==> config.mk <==
export PLATFORM = sky130hd
export DESIGN_NAME = block_pool_allocator_with_cache
export DESIGN_NICKNAME = d
export VERILOG_FILES = /design/src/bpa_pkg.sv /design/src/bpa_ram.sv /design/src/block_pool_allocator_with_cache.sv
export SDC_FILE = /design/constraint.sdc
export NUM_CORES = 1
export LEC_CHECK = 0
export BUFFER_PORTS_ARGS = -buffer_cell sky130_fd_sc_hd__buf_2
export CAP_MARGIN = 5
export CORE_UTILIZATION = 40
export CTS_CLUSTER_SIZE = 14
export DETAILED_ROUTE_END_ITERATION = 16
export SLEW_MARGIN = 25
export SYNTH_ARGS = -nofsm -noshare
export SYNTH_HDL_FRONTEND = slang
export SYNTH_SLANG_ARGS = --single-unit
==> constraint.sdc <==
create_clock -name clock -period 2.7 [get_ports clock]
set_input_delay 0.54 -clock clock [delete_from_list [all_inputs] [get_ports clock]]
set_output_delay 0.54 -clock clock [all_outputs]
set_load 0.01 [all_outputs]
==> src/bpa_pkg.sv <==
// Shared types and constants of the block pool allocator.
`timescale 1ns / 1ps

package bpa_pkg;

   // field widths fixed by the beat formats
   localparam int ENTRY_W = 6;
   localparam int CFG_W   = 7;
   localparam int STAT_W  = 2;

   // request actions
   localparam logic ACT_ALLOC = 1'b0;
   localparam logic ACT_FREE  = 1'b1;

   // response status codes
   localparam logic [STAT_W-1:0] ST_OK        = 2'd0;
   localparam logic [STAT_W-1:0] ST_EXHAUSTED = 2'd1;
   localparam logic [STAT_W-1:0] ST_RANGE     = 2'd2;

   // reset value of the pool size register
   localparam logic [CFG_W-1:0] CFG_RESET = 7'd64;

   typedef struct packed {
      logic               action;
      logic [ENTRY_W-1:0] entry_to_free;
   } req_type;

   typedef struct packed {
      logic               granted;
      logic [ENTRY_W-1:0] entry_given;
      logic [STAT_W-1:0]  status;
   } rsp_type;

   typedef enum logic [2:0] {
      S_CLEAR,
      S_IDLE,
      S_DECODE,
      S_SCAN,
      S_POP_RD,
      S_POP_WR,
      S_RESULT
   } state_type;

endpackage

==> src/bpa_ram.sv <==
// Simple dual-port synchronous RAM with a registered read port.
`timescale 1ns / 1ps

module bpa_ram #(
   parameter int WIDTH  = 1,
   parameter int DEPTH  = 64,
   parameter int ADDR_W = (DEPTH > 1) ? $clog2(DEPTH) : 1
) (
   input  logic              clock,
   input  logic              wr_en,
   input  logic [ADDR_W-1:0] wr_addr,
   input  logic [WIDTH-1:0]  wr_data,
   input  logic              rd_en,
   input  logic [ADDR_W-1:0] rd_addr,
   output logic [WIDTH-1:0]  rd_data
);

   logic [WIDTH-1:0] mem [DEPTH];
   logic [WIDTH-1:0] rd_data_ff;

   // write port
   always_ff @(posedge clock) begin
      if (wr_en) begin
         mem[wr_addr] <= wr_data;
      end
   end

   // read port, registered
   always_ff @(posedge clock) begin
      if (rd_en) begin
         rd_data_ff <= mem[rd_addr];
      end
   end

   assign rd_data = rd_data_ff;

endmodule

==> src/block_pool_allocator_with_cache.sv <==
// Top level of the block pool allocator: sequencer, free-mark RAM and ready stack.
`timescale 1ns / 1ps
//
// Block pool allocator with a refill stack.
// Request channel (req_valid/req_ready, req_data): one beat asks either to
// allocate a pool entry or to free the entry it names. Response channel
// (rsp_valid/rsp_ready, rsp_data): exactly one beat per request, in order,
// with the entry granted and a status (ok, exhausted, free out of range).
// csr_wr_en/csr_wr_data write the pool size; write it only while idle.
// Free marks live in a POOL_DEPTH x 1 RAM, ready entries in a
// STACK_DEPTH-deep stack RAM; both have a registered read port.
// A free sets the mark of an entry in range and pushes the entry if the
// stack has room. An allocate pops the stack and clears the mark of the
// entry handed out; with an empty stack a refill scan first reads one
// free mark per cycle and pushes free entries until the stack is full or
// the end of the pool in use; if the stack stays empty, it is exhausted.
// Only one request is in the sequencer at a time.
// After reset a clearing pass over the whole RAM sets every free mark;
// req_ready stays low during it. The response sits in an output register:
// the next request is accepted while it waits, and a stalled receiver only
// holds the sequencer once a second response is ready to be loaded.

module block_pool_allocator_with_cache #(
   parameter int POOL_DEPTH  = 64,
   parameter int STACK_DEPTH = 8
) (
   input  logic                      clock,
   input  logic                      reset,
   input  logic                      req_valid,
   output logic                      req_ready,
   input  bpa_pkg::req_type          req_data,
   output logic                      rsp_valid,
   input  logic                      rsp_ready,
   output bpa_pkg::rsp_type          rsp_data,
   input  logic                      csr_wr_en,
   input  logic [bpa_pkg::CFG_W-1:0] csr_wr_data
);

   import bpa_pkg::*;

   localparam int IDX_W  = (POOL_DEPTH > 1) ? $clog2(POOL_DEPTH) : 1;
   localparam int SCAN_W = $clog2(POOL_DEPTH + 1);
   localparam int CMP_W  = (SCAN_W > CFG_W) ? SCAN_W : CFG_W;
   localparam int SP_W   = (STACK_DEPTH > 1) ? $clog2(STACK_DEPTH) : 1;
   localparam int CNT_W  = $clog2(STACK_DEPTH + 1);

   state_type          state_ff, state_in;
   logic [CFG_W-1:0]   cfg_ff, cfg_in;
   req_type            req_ff, req_in;
   rsp_type            res_ff, res_in;
   rsp_type            rsp_ff, rsp_in;
   logic               rsp_valid_ff, rsp_valid_in;
   logic [CNT_W-1:0]   count_ff, count_in;
   logic [SCAN_W-1:0]  scan_ff, scan_in;
   logic               pend_ff, pend_in;
   logic [IDX_W-1:0]   pend_idx_ff, pend_idx_in;
   logic [IDX_W-1:0]   clr_ff, clr_in;

   logic [CMP_W-1:0]   cfg_wide;
   logic [CMP_W-1:0]   psize_wide;
   logic [SCAN_W-1:0]  psize;
   logic               stack_room;
   logic               stack_empty;
   logic               issue;
   logic               push_scan;
   logic               in_range;
   logic               slot_free;

   logic               mark_wr_en;
   logic [IDX_W-1:0]   mark_wr_addr;
   logic [0:0]         mark_wr_data;
   logic               mark_rd_en;
   logic [IDX_W-1:0]   mark_rd_addr;
   logic [0:0]         mark_rd_data;

   logic               stk_wr_en;
   logic [SP_W-1:0]    stk_wr_addr;
   logic [IDX_W-1:0]   stk_wr_data;
   logic               stk_rd_en;
   logic [SP_W-1:0]    stk_rd_addr;
   logic [IDX_W-1:0]   stk_rd_data;

   // free marks, one bit per pool entry
   bpa_ram #(
      .WIDTH  (1),
      .DEPTH  (POOL_DEPTH),
      .ADDR_W (IDX_W)
   ) u_marks (
      .clock   (clock),
      .wr_en   (mark_wr_en),
      .wr_addr (mark_wr_addr),
      .wr_data (mark_wr_data),
      .rd_en   (mark_rd_en),
      .rd_addr (mark_rd_addr),
      .rd_data (mark_rd_data)
   );

   // ready stack of free entry numbers
   bpa_ram #(
      .WIDTH  (IDX_W),
      .DEPTH  (STACK_DEPTH),
      .ADDR_W (SP_W)
   ) u_stack (
      .clock   (clock),
      .wr_en   (stk_wr_en),
      .wr_addr (stk_wr_addr),
      .wr_data (stk_wr_data),
      .rd_en   (stk_rd_en),
      .rd_addr (stk_rd_addr),
      .rd_data (stk_rd_data)
   );

   // effective pool size, clamped to the RAM depth
   assign cfg_wide   = CMP_W'(cfg_ff);
   assign psize_wide = (cfg_wide > CMP_W'(POOL_DEPTH)) ? CMP_W'(POOL_DEPTH) : cfg_wide;
   assign psize      = SCAN_W'(psize_wide);

   assign stack_room  = (count_ff < CNT_W'(STACK_DEPTH));
   assign stack_empty = (count_ff == '0);
   assign issue       = (state_ff == S_SCAN) && (scan_ff < psize) && stack_room;
   assign push_scan   = (state_ff == S_SCAN) && pend_ff && mark_rd_data[0] && stack_room;
   assign in_range    = (CMP_W'(req_ff.entry_to_free) < psize_wide);
   assign slot_free   = !rsp_valid_ff || rsp_ready;

   // next state
   always_comb begin
      state_in = state_ff;
      case (state_ff)
         S_CLEAR: begin
            if (clr_ff == IDX_W'(POOL_DEPTH - 1)) state_in = S_IDLE;
         end
         S_IDLE: begin
            if (req_valid) state_in = S_DECODE;
         end
         S_DECODE: begin
            if (req_ff.action == ACT_FREE) state_in = S_RESULT;
            else if (stack_empty)          state_in = S_SCAN;
            else                           state_in = S_POP_RD;
         end
         S_SCAN: begin
            if (!issue && !pend_ff) state_in = S_POP_RD;
         end
         S_POP_RD: begin
            if (stack_empty) state_in = S_RESULT;
            else             state_in = S_POP_WR;
         end
         S_POP_WR: begin
            state_in = S_RESULT;
         end
         S_RESULT: begin
            if (slot_free) state_in = S_IDLE;
         end
         default: begin
            state_in = S_CLEAR;
         end
      endcase
   end

   // datapath and memory controls
   always_comb begin
      cfg_in       = csr_wr_en ? csr_wr_data : cfg_ff;
      req_in       = req_ff;
      res_in       = res_ff;
      count_in     = count_ff;
      scan_in      = scan_ff;
      pend_in      = 1'b0;
      pend_idx_in  = IDX_W'(scan_ff);
      clr_in       = clr_ff;
      rsp_in       = rsp_ff;
      rsp_valid_in = rsp_valid_ff && !rsp_ready;
      req_ready    = (state_ff == S_IDLE);

      mark_wr_en   = 1'b0;
      mark_wr_addr = IDX_W'(req_ff.entry_to_free);
      mark_wr_data = 1'b1;
      mark_rd_en   = issue;
      mark_rd_addr = IDX_W'(scan_ff);
      stk_wr_en    = 1'b0;
      stk_wr_addr  = SP_W'(count_ff);
      stk_wr_data  = IDX_W'(req_ff.entry_to_free);
      stk_rd_en    = 1'b0;
      stk_rd_addr  = SP_W'(count_ff - 1'b1);

      case (state_ff)
         S_CLEAR: begin
            // set one free mark per cycle
            mark_wr_en   = 1'b1;
            mark_wr_addr = clr_ff;
            clr_in       = clr_ff + 1'b1;
         end
         S_IDLE: begin
            if (req_valid) req_in = req_data;
         end
         S_DECODE: begin
            res_in  = '{granted: 1'b0, entry_given: '0, status: ST_OK};
            scan_in = '0;
            if (req_ff.action == ACT_FREE) begin
               if (in_range) begin
                  mark_wr_en = 1'b1;
                  if (stack_room) begin
                     stk_wr_en = 1'b1;
                     count_in  = count_ff + 1'b1;
                  end
               end else begin
                  res_in.status = ST_RANGE;
               end
            end
         end
         S_SCAN: begin
            // issue one mark read per cycle, push free entries as they return
            if (issue) begin
               pend_in = 1'b1;
               scan_in = scan_ff + 1'b1;
            end
            if (push_scan) begin
               stk_wr_en   = 1'b1;
               stk_wr_data = pend_idx_ff;
               count_in    = count_ff + 1'b1;
            end
         end
         S_POP_RD: begin
            if (stack_empty) begin
               res_in.status = ST_EXHAUSTED;
            end else begin
               stk_rd_en = 1'b1;
               count_in  = count_ff - 1'b1;
            end
         end
         S_POP_WR: begin
            // clear the mark of the entry handed out
            mark_wr_en   = 1'b1;
            mark_wr_addr = stk_rd_data;
            mark_wr_data = 1'b0;
            res_in       = '{granted: 1'b1, entry_given: ENTRY_W'(stk_rd_data), status: ST_OK};
         end
         S_RESULT: begin
            if (slot_free) begin
               rsp_in       = res_ff;
               rsp_valid_in = 1'b1;
            end
         end
         default: begin
         end
      endcase
   end

   // control registers
   always_ff @(posedge clock) begin
      if (reset) begin
         state_ff     <= S_CLEAR;
         cfg_ff       <= CFG_RESET;
         count_ff     <= '0;
         pend_ff      <= 1'b0;
         clr_ff       <= '0;
         rsp_valid_ff <= 1'b0;
      end else begin
         state_ff     <= state_in;
         cfg_ff       <= cfg_in;
         count_ff     <= count_in;
         pend_ff      <= pend_in;
         clr_ff       <= clr_in;
         rsp_valid_ff <= rsp_valid_in;
      end
   end

   // payload registers
   always_ff @(posedge clock) begin
      req_ff      <= req_in;
      res_ff      <= res_in;
      rsp_ff      <= rsp_in;
      scan_ff     <= scan_in;
      pend_idx_ff <= pend_idx_in;
   end

   assign rsp_valid = rsp_valid_ff;
   assign rsp_data  = rsp_ff;

   // stack fill never passes its depth
   assert property (@(posedge clock) disable iff (reset)
      count_ff <= CNT_W'(STACK_DEPTH))
      else $error("ready stack count beyond depth");

   // no request is taken during the clearing pass
   assert property (@(posedge clock) disable iff (reset)
      (state_ff == S_CLEAR) |-> !req_ready)
      else $error("request accepted while clearing free marks");

   // a granted beat always reports ok
   assert property (@(posedge clock) disable iff (reset)
      (rsp_valid && rsp_data.granted) |-> (rsp_data.status == ST_OK))
      else $error("granted response with error status");

   // a pop is only issued with a non-empty stack and is followed by the mark update
   assert property (@(posedge clock) disable iff (reset)
      stk_rd_en |=> (state_ff == S_POP_WR))
      else $error("stack read without mark update");

   // refill reads stay inside the pool in use
   assert property (@(posedge clock) disable iff (reset)
      mark_rd_en |-> (scan_ff < psize))
      else $error("refill scan beyond pool size");

endmodule
; ---- Word level (Yosys, flattened, before mapping)
; Memories as Yosys holds them, arrays and structs flattened. A register that Yosys moved wholly into a read port is not among the register bits.
; Cells that the tools add are included.
[totals]
regBits = 60
output_inout_bits = 11
mem_bits_rw = 112
rom_bits = 0
elab_cells = 114
memories = 2
in_bits = 19
latch_bits = 0
[op_classes]
n_eq_ne = 18
mul = 0
n_shift = 0
bitwise = 1
order_cmp = 4
muxes = 43
n_reduce_logical = 26
addsub = 4
div = 0
[memory_table]
columns = name, words, width, rd, rd_clocked_by_memory_dff, wr, line
row1 = u_marks.mem, 64, 1, 1, 1, 1, bpa_ram.sv:18  ; logic [WIDTH-1:0] mem [DEPTH];
row2 = u_stack.mem, 8, 6, 1, 1, 1, bpa_ram.sv:18
[ops]
columns = op, count
row1 = $pmux 7 s2, 2
row2 = $pmux 3 s7, 1
row3 = $mux 4, 5
row4 = $ne 2x2->1 const B, 10
row5 = $mux 3, 6
row6 = $mux 1, 16
row7 = $mux 7, 2
row8 = $mux 6, 2
row9 = $pmux 4 s3, 1
row10 = $pmux 6 s2, 1
row11 = $eq 3x3->1 const B, 3
row12 = $mux 2, 4
row13 = $reduce_and 2->1, 4
row14 = $add 7x1->7 const B, 1
row15 = $gt 7x7->1 const B, 1
row16 = $logic_and 1x1->1, 7
row17 = $lt 6x7->1, 1
row18 = $lt 7x7->1, 1
row19 = $add 6x1->6 const B, 1
row20 = $eq 3x2->1 const B, 2
row21 = $eq 6x6->1 const B, 1
row22 = $pmux 2 s3, 1
row23 = $reduce_and 6->1, 1
row24 = $reduce_bool 3->1, 2
row25 = other kinds (14), 20

; ---- Logic depth before layout (Yosys ltp)
[logic_depth]
ltp_word = 9
mapped_depth = 9
ltp_nobuf = 8

; ---- Cells and area by module
; From an unflattened synthesis, not the netlist that was laid out.
[unflattened]
cells_unflattened = 549
hier_area_um2 = 7918.8
[by_module_without_submodules]
columns = module, cells_each, instances, seq_area_each_um2, area_each_um2
row1 = bpa_ram at u_marks, 204, 1, 1951.9, 2924.1
row2 = block_pool_allocator_with_cache, 257, 1, 1521.5, 2912.8
row3 = bpa_ram at u_stack, 88, 1, 1621.6, 2082.0

; ---- Worst setup path after synthesis
; No wires, ideal clock.
[synth_timing]
kind = register to register
start = register cfg_ff[6]
end = memory u_stack.mem[4][0] (netlist name), enable pin
stages_incl_launch_ff = 9
slack_ns = -0.151
path_buffers = 0
t_arrival_ns = 2.463
setup_ns = 0.388
synth_period_minus_slack_ns = 2.851
required_ns = 2.312
path_cell_list = dfxtp_1 inv_1 nand2_1 ha_1 a21o_1 a21oi_1 o32ai_2 o31a_1 nor4b_1
[synth_via]
elab_chain_cells = 8
[synth_rtl]
columns = element, line
row1 = start: declaration, block_pool_allocator_with_cache.sv:48  ; logic [CFG_W-1:0] cfg_ff, cfg_in;
row2 = start signal: assignment, block_pool_allocator_with_cache.sv:258  ; cfg_ff <= cfg_in;
row3 = $gt 7x7->1, block_pool_allocator_with_cache.sv:115  ; assign psize_wide = (cfg_wide > CMP_W'(POOL_DEPTH)) ? CMP_W'(POOL_DEPTH) : cfg_wide;
row4 = $mux 7 (*), block_pool_allocator_with_cache.sv:115
row5 = $lt 6x7->1 (*), block_pool_allocator_with_cache.sv:122  ; assign in_range = (CMP_W'(req_ff.entry_to_free) < psize_wide);
row6 = $mux 1 (*), block_pool_allocator_with_cache.sv:198  ; if (in_range) begin
row7 = $mux 1 (*), block_pool_allocator_with_cache.sv:197  ; if (req_ff.action == ACT_FREE) begin
row8 = $pmux 1 s2 (*), block_pool_allocator_with_cache.sv:184  ; case (state_ff)
row9 = $mux 1 (*), bpa_ram.sv:23  ; if (wr_en) begin
row10 = $mux 1 (implied by the code) (*), bpa_ram.sv:24  ; mem[wr_addr] <= wr_data;
row11 = end: declaration, bpa_ram.sv:18
; Every way passes the cells marked *; elsewhere a longest branch is shown, timed or not.

; ---- Worst setup path after layout
[layout_timing]
start = register cfg_ff[6]
end = memory u_stack.mem[6][2] (netlist name), enable pin
; The elaborated chain is that of the path after synthesis.

==> impl_metrics.py <==
metrics = {
    "placed_design": {
        "placement.cell_area_um2": 8974,
        "gp_congestion": 0.8601,
        "dp_slack_ns": 0.01940,
        "port-buffer-count": 29,
        "detailed_place_hpwl_um": 12480,
    },
    "logic_synthesis": {
        "synth_sequential_area_ratio_pct": 60.69,
        "postSynth.topFlopCell": "sky130_fd_sc_hd__edfxtp_1",
        "mappedNetlistArea_um2": 8394,
        "netlist.area_leader.share_pct": 54.02,
        "postSynthRegisterBits": 179,
        "yosysTopAreaCell": "sky130_fd_sc_hd__edfxtp_1",
        "synth_fp_nets": 621,
        "biggest_area_contributors_in_the_synthesized_netlist": "sky130_fd_sc_hd__edfxtp_1 (54%), sky130_fd_sc_hd__mux4_2 (7.8%), sky130_fd_sc_hd__dfxtp_1 (6.7%)",
        "syn_inst": 587,
        "synthDistinctLibCells": 63,
        "post_synth.cell_area_avg_um2": 14.30,
        "synthesis.yosys.warnings": 0,
        "synthArstFlopShare_pct": 0,
        "edff_count_synth": 151,
    },
    "timing": {
        "setup_total_negative_slack_ns": 0,
        "hold_viol": 0,
        "peak_freq_ghz": 0.3912,
        "layout_worst_path_cycle_share_pct": 94.69,
        "number_of_max_slew_violations_in_the_final_report": 0,
        "period_needed_ns": 2.557,
        "report.final.setup_viol": 0,
        "finalWorstSetupSlack_ns": 0.1434,
        "max_slew_margin_pct": 33.46,
        "finClkSkew_ns": 0.009751,
        "worstMarginPinSlew_ns": 0.9876,
        "rsz0062_at_grt": "false",
    },
    "setup_path": {
        "worstSetupStartpointType": "flop",
        "critical_path.max_fanout": 8,
        "worstPathCellList": "inv_2 -> nand2_1 -> ha_1 -> a21o_1 -> a21oi_1 -> o32ai_2 -> o31a_2 -> nor4b_1 -> buf_4",
        "path_buf_inv": 2,
        "cp_data_arrival_time_ns": 2.70,
        "cpMaxStageDelayCell": "sky130_fd_sc_hd__o31a_2",
        "worst-setup-path-type": "flop to flop",
        "critical_path_required_ns": 2.84,
        "timing.critical_path.max_delay_family": "compound AO/OA/AOI/OAI gates",
        "cp-end-kind": "flop",
        "timing.critical_path.slowest_cell_delay_ns": 0.41,
    },
    "pwr": {
        "power_switching_w": 0.003146,
        "cellLeakagePower_nw": 3.239,
        "clockPowerShare_pct": 27.8,
        "switching_share_pct": 35.23,
        "power_w": 0.008930,
        "ir_worst_vdd_mv": 0.4794,
        "seq_power_share_pct": 37.7,
        "power.density_nw_per_um2": 926.7,
        "p_int_w": 0.005785,
        "power.share.combinational_pct": 34.6,
    },
    "clocking": {
        "clock_tree.htree_level_count": 4,
        "clk_transition_reported_paths_ns": 0.06,
        "cts.path.max_buffers": 2,
        "numCtsBuffers": 17,
        "clk_root_buffer_cell": "sky130_fd_sc_hd__clkbuf_16",
        "cts_tree": "yes",
        "worst_skew_pair.late_latency_ns": 0.43,
        "holdBufCountCts": 0,
        "num_clock_sinks": 179,
    },
    "floorplan": {
        "number_of_rows_created_at_floorplan": 52,
        "placeable_core_area_um2": 20430,
        "floorplan.die_area_um2": 21570,
        "floorplan.die.width_um": 146.9,
        "initial_core_util_pct": 41.09,
        "fp.dieH_um": 146.9,
        "num_io_pins": 30,
    },
    "grt": {
        "global_route_wire_length_before_repair_um": 28670,
        "globalRouteOverflowTotal": 0,
        "use_met1_pct": 24.01,
        "grt_max_degree": 66,
        "antenna_found_initial": 0,
        "gr-usage-all-layers_pct": 17.68,
        "gr-max-usage-layer": "met2",
        "groute.layer.met3.usage_pct": 3.789,
        "first_global_vias": 5031,
        "grt_use_met2_pct": 28.36,
    },
    "final_layout": {
        "num_antenna_cells": 0,
        "final_layout_size_suffix_gt1_share_pct": 29.71,
        "finalCoreUtilization_pct": 47.17,
        "nNetsFinal": 674,
        "fin_area_um2": 9637,
        "nFillCells": 1793,
        "regArea_um2": 5095,
        "multi_input_area_um2": 3044,
        "area_growth_syn_to_layout_pct": 14.80,
    },
    "run_status": {
        "run_status": "completed",
    },
    "routing": {
        "drtIter0Drc": 451,
        "route.detailed.vias_per_inst": 5.586,
        "route.antenna.remaining_nets": 0,
        "wl_um": 18050,
        "vias": 5156,
        "drcViolationCount": 0,
        "firstDrtPassIters": 5,
        "routedWlPerCell_um": 19.56,
    },
    "job": {
        "drv.max_cap_violation_count": 0,
    },
    "hold_path": {
        "min-delay-path-class": "input port to flop",
    },
}
layout by cell type, fill, tap and decap left out, types with 7 or more instances in the layout:
cell type	Yosys	routed
sky130_fd_sc_hd__edfxtp_1	151	151
sky130_fd_sc_hd__buf_4	9	41
sky130_fd_sc_hd__nor2_1	36	36
sky130_fd_sc_hd__nor3_2	34	34
sky130_fd_sc_hd__nor3_1	33	33
sky130_fd_sc_hd__mux4_2	29	29
sky130_fd_sc_hd__buf_2	15	29
sky130_fd_sc_hd__dfxtp_1	28	28
sky130_fd_sc_hd__nand2_1	25	25
sky130_fd_sc_hd__inv_1	18	17
sky130_fd_sc_hd__clkbuf_16	0	17
sky130_fd_sc_hd__ha_1	15	15
sky130_fd_sc_hd__a21oi_1	12	12
sky130_fd_sc_hd__o21ai_0	14	10
sky130_fd_sc_hd__xor2_1	9	9
sky130_fd_sc_hd__nor2b_1	9	9
sky130_fd_sc_hd__nand3_1	9	9
sky130_fd_sc_hd__and3_1	8	8
sky130_fd_sc_hd__mux2_2	7	7
sky130_fd_sc_hd__nor3b_1	7	7
sky130_fd_sc_hd__mux2i_1	7	7
what timing repair did:
| action | 4_1_cts | 5_1_grt |
|---|---|---|
| buffers inserted | 0 | 4 |
| gates resized for setup | 0 | 9 |
| endpoints found under the setup margin | 0 | 97 |
worst reg2reg max path: stages (launching register included):
cell	delay [ns]
sky130_fd_sc_hd__dfxtp_1	0.32
sky130_fd_sc_hd__inv_2	0.11
sky130_fd_sc_hd__nand2_1	0.10
sky130_fd_sc_hd__ha_1	0.30
sky130_fd_sc_hd__a21o_1	0.16
sky130_fd_sc_hd__a21oi_1	0.20
sky130_fd_sc_hd__o32ai_2	0.17
sky130_fd_sc_hd__o31a_2	0.41
sky130_fd_sc_hd__nor4b_1	0.29
sky130_fd_sc_hd__buf_4	0.22
metal layers:
layer	part of all wire [%]	wire, um
met1	45	8132
met2	49	8763
met3	5.0	907
met4	1.4	246
met5	0	0
stage by stage:
stage,hold WS [ns],instances
floorplan,0.3777,587
global placement,0.4039,887
detailed placement,0.4065,887
CTS,0.2691,919
global route,0.2698,923
finish,0.2885,923
layout make-up:
cell class	count	share of cell area, %
sequential	179	52.87
multi-input combinational	351	31.59
timing repair buffer	72	5.116
clock buffer	20	4.531
tap	270	3.506
clock inverter	12	1.649
inverter	19	0.7401
power by group through the flow:
stage               clock, W  sequential [W]  combinational (W)
detailed placement         0         0.00342            0.00298
CTS                  0.00253         0.00336            0.00300
global placement           0         0.00341            0.00292
floorplan                  0         0.00339            0.00215
global route         0.00264         0.00338            0.00335
finish               0.00248         0.00336            0.00309
registers in the layout (all words and copies together), names as in the netlist:
name / count
pend_idx_ff: 6
state_ff: 3
clr_ff: 6
cfg_ff: 7
scan_ff: 7
u_stack.mem: 48
res_ff: 9
count_ff: 4
u_stack.rd_data: 6
u_marks.mem: 64
rsp_valid: 1
u_marks.rd_data: 1
rsp_data: 9
req_ff: 7
pend_ff: 1
logic make-up (layout without fill, tap and decap cells):
family          after synthesis  in the layout  synth area share [%]
fa+ha+maj                    15             15                 2.236
compound gates               76             76                 7.303
mux                          45             45                 9.823
flops                       179            179                 60.69
buf+inv                      57            123                 3.622
simple gates                203            203                 15.07
xor+xnor                     12             12                 1.252
worst paths after layout:
kind,from,to,slack [ns],cells past startpoint
max reg2reg,cfg_ff[6],u_stack.mem[6][2],0.14,9
min reg2reg,res_ff[1],rsp_data[1],0.42,0
max,cfg_ff[6],u_stack.mem[6][2],0.14,9
min,req_data[6],req_ff[6],0.29,1
synthesized netlist by cell type, types with 8 or more instances:
library cell,n
sky130_fd_sc_hd__a21oi_1,12
sky130_fd_sc_hd__nor2b_1,9
sky130_fd_sc_hd__nor3_2,34
sky130_fd_sc_hd__clkbuf_1,8
sky130_fd_sc_hd__o21ai_0,14
sky130_fd_sc_hd__xor2_1,9
sky130_fd_sc_hd__ha_1,15
sky130_fd_sc_hd__nor2_1,36
sky130_fd_sc_hd__dfxtp_1,28
sky130_fd_sc_hd__nand3_1,9
sky130_fd_sc_hd__nor3_1,33
sky130_fd_sc_hd__nand2_1,25
sky130_fd_sc_hd__and3_1,8
sky130_fd_sc_hd__buf_4,9
sky130_fd_sc_hd__edfxtp_1,151
sky130_fd_sc_hd__buf_2,15
sky130_fd_sc_hd__mux4_2,29
sky130_fd_sc_hd__inv_1,18
No activity file was read; power rests on OpenSTA's default activity.
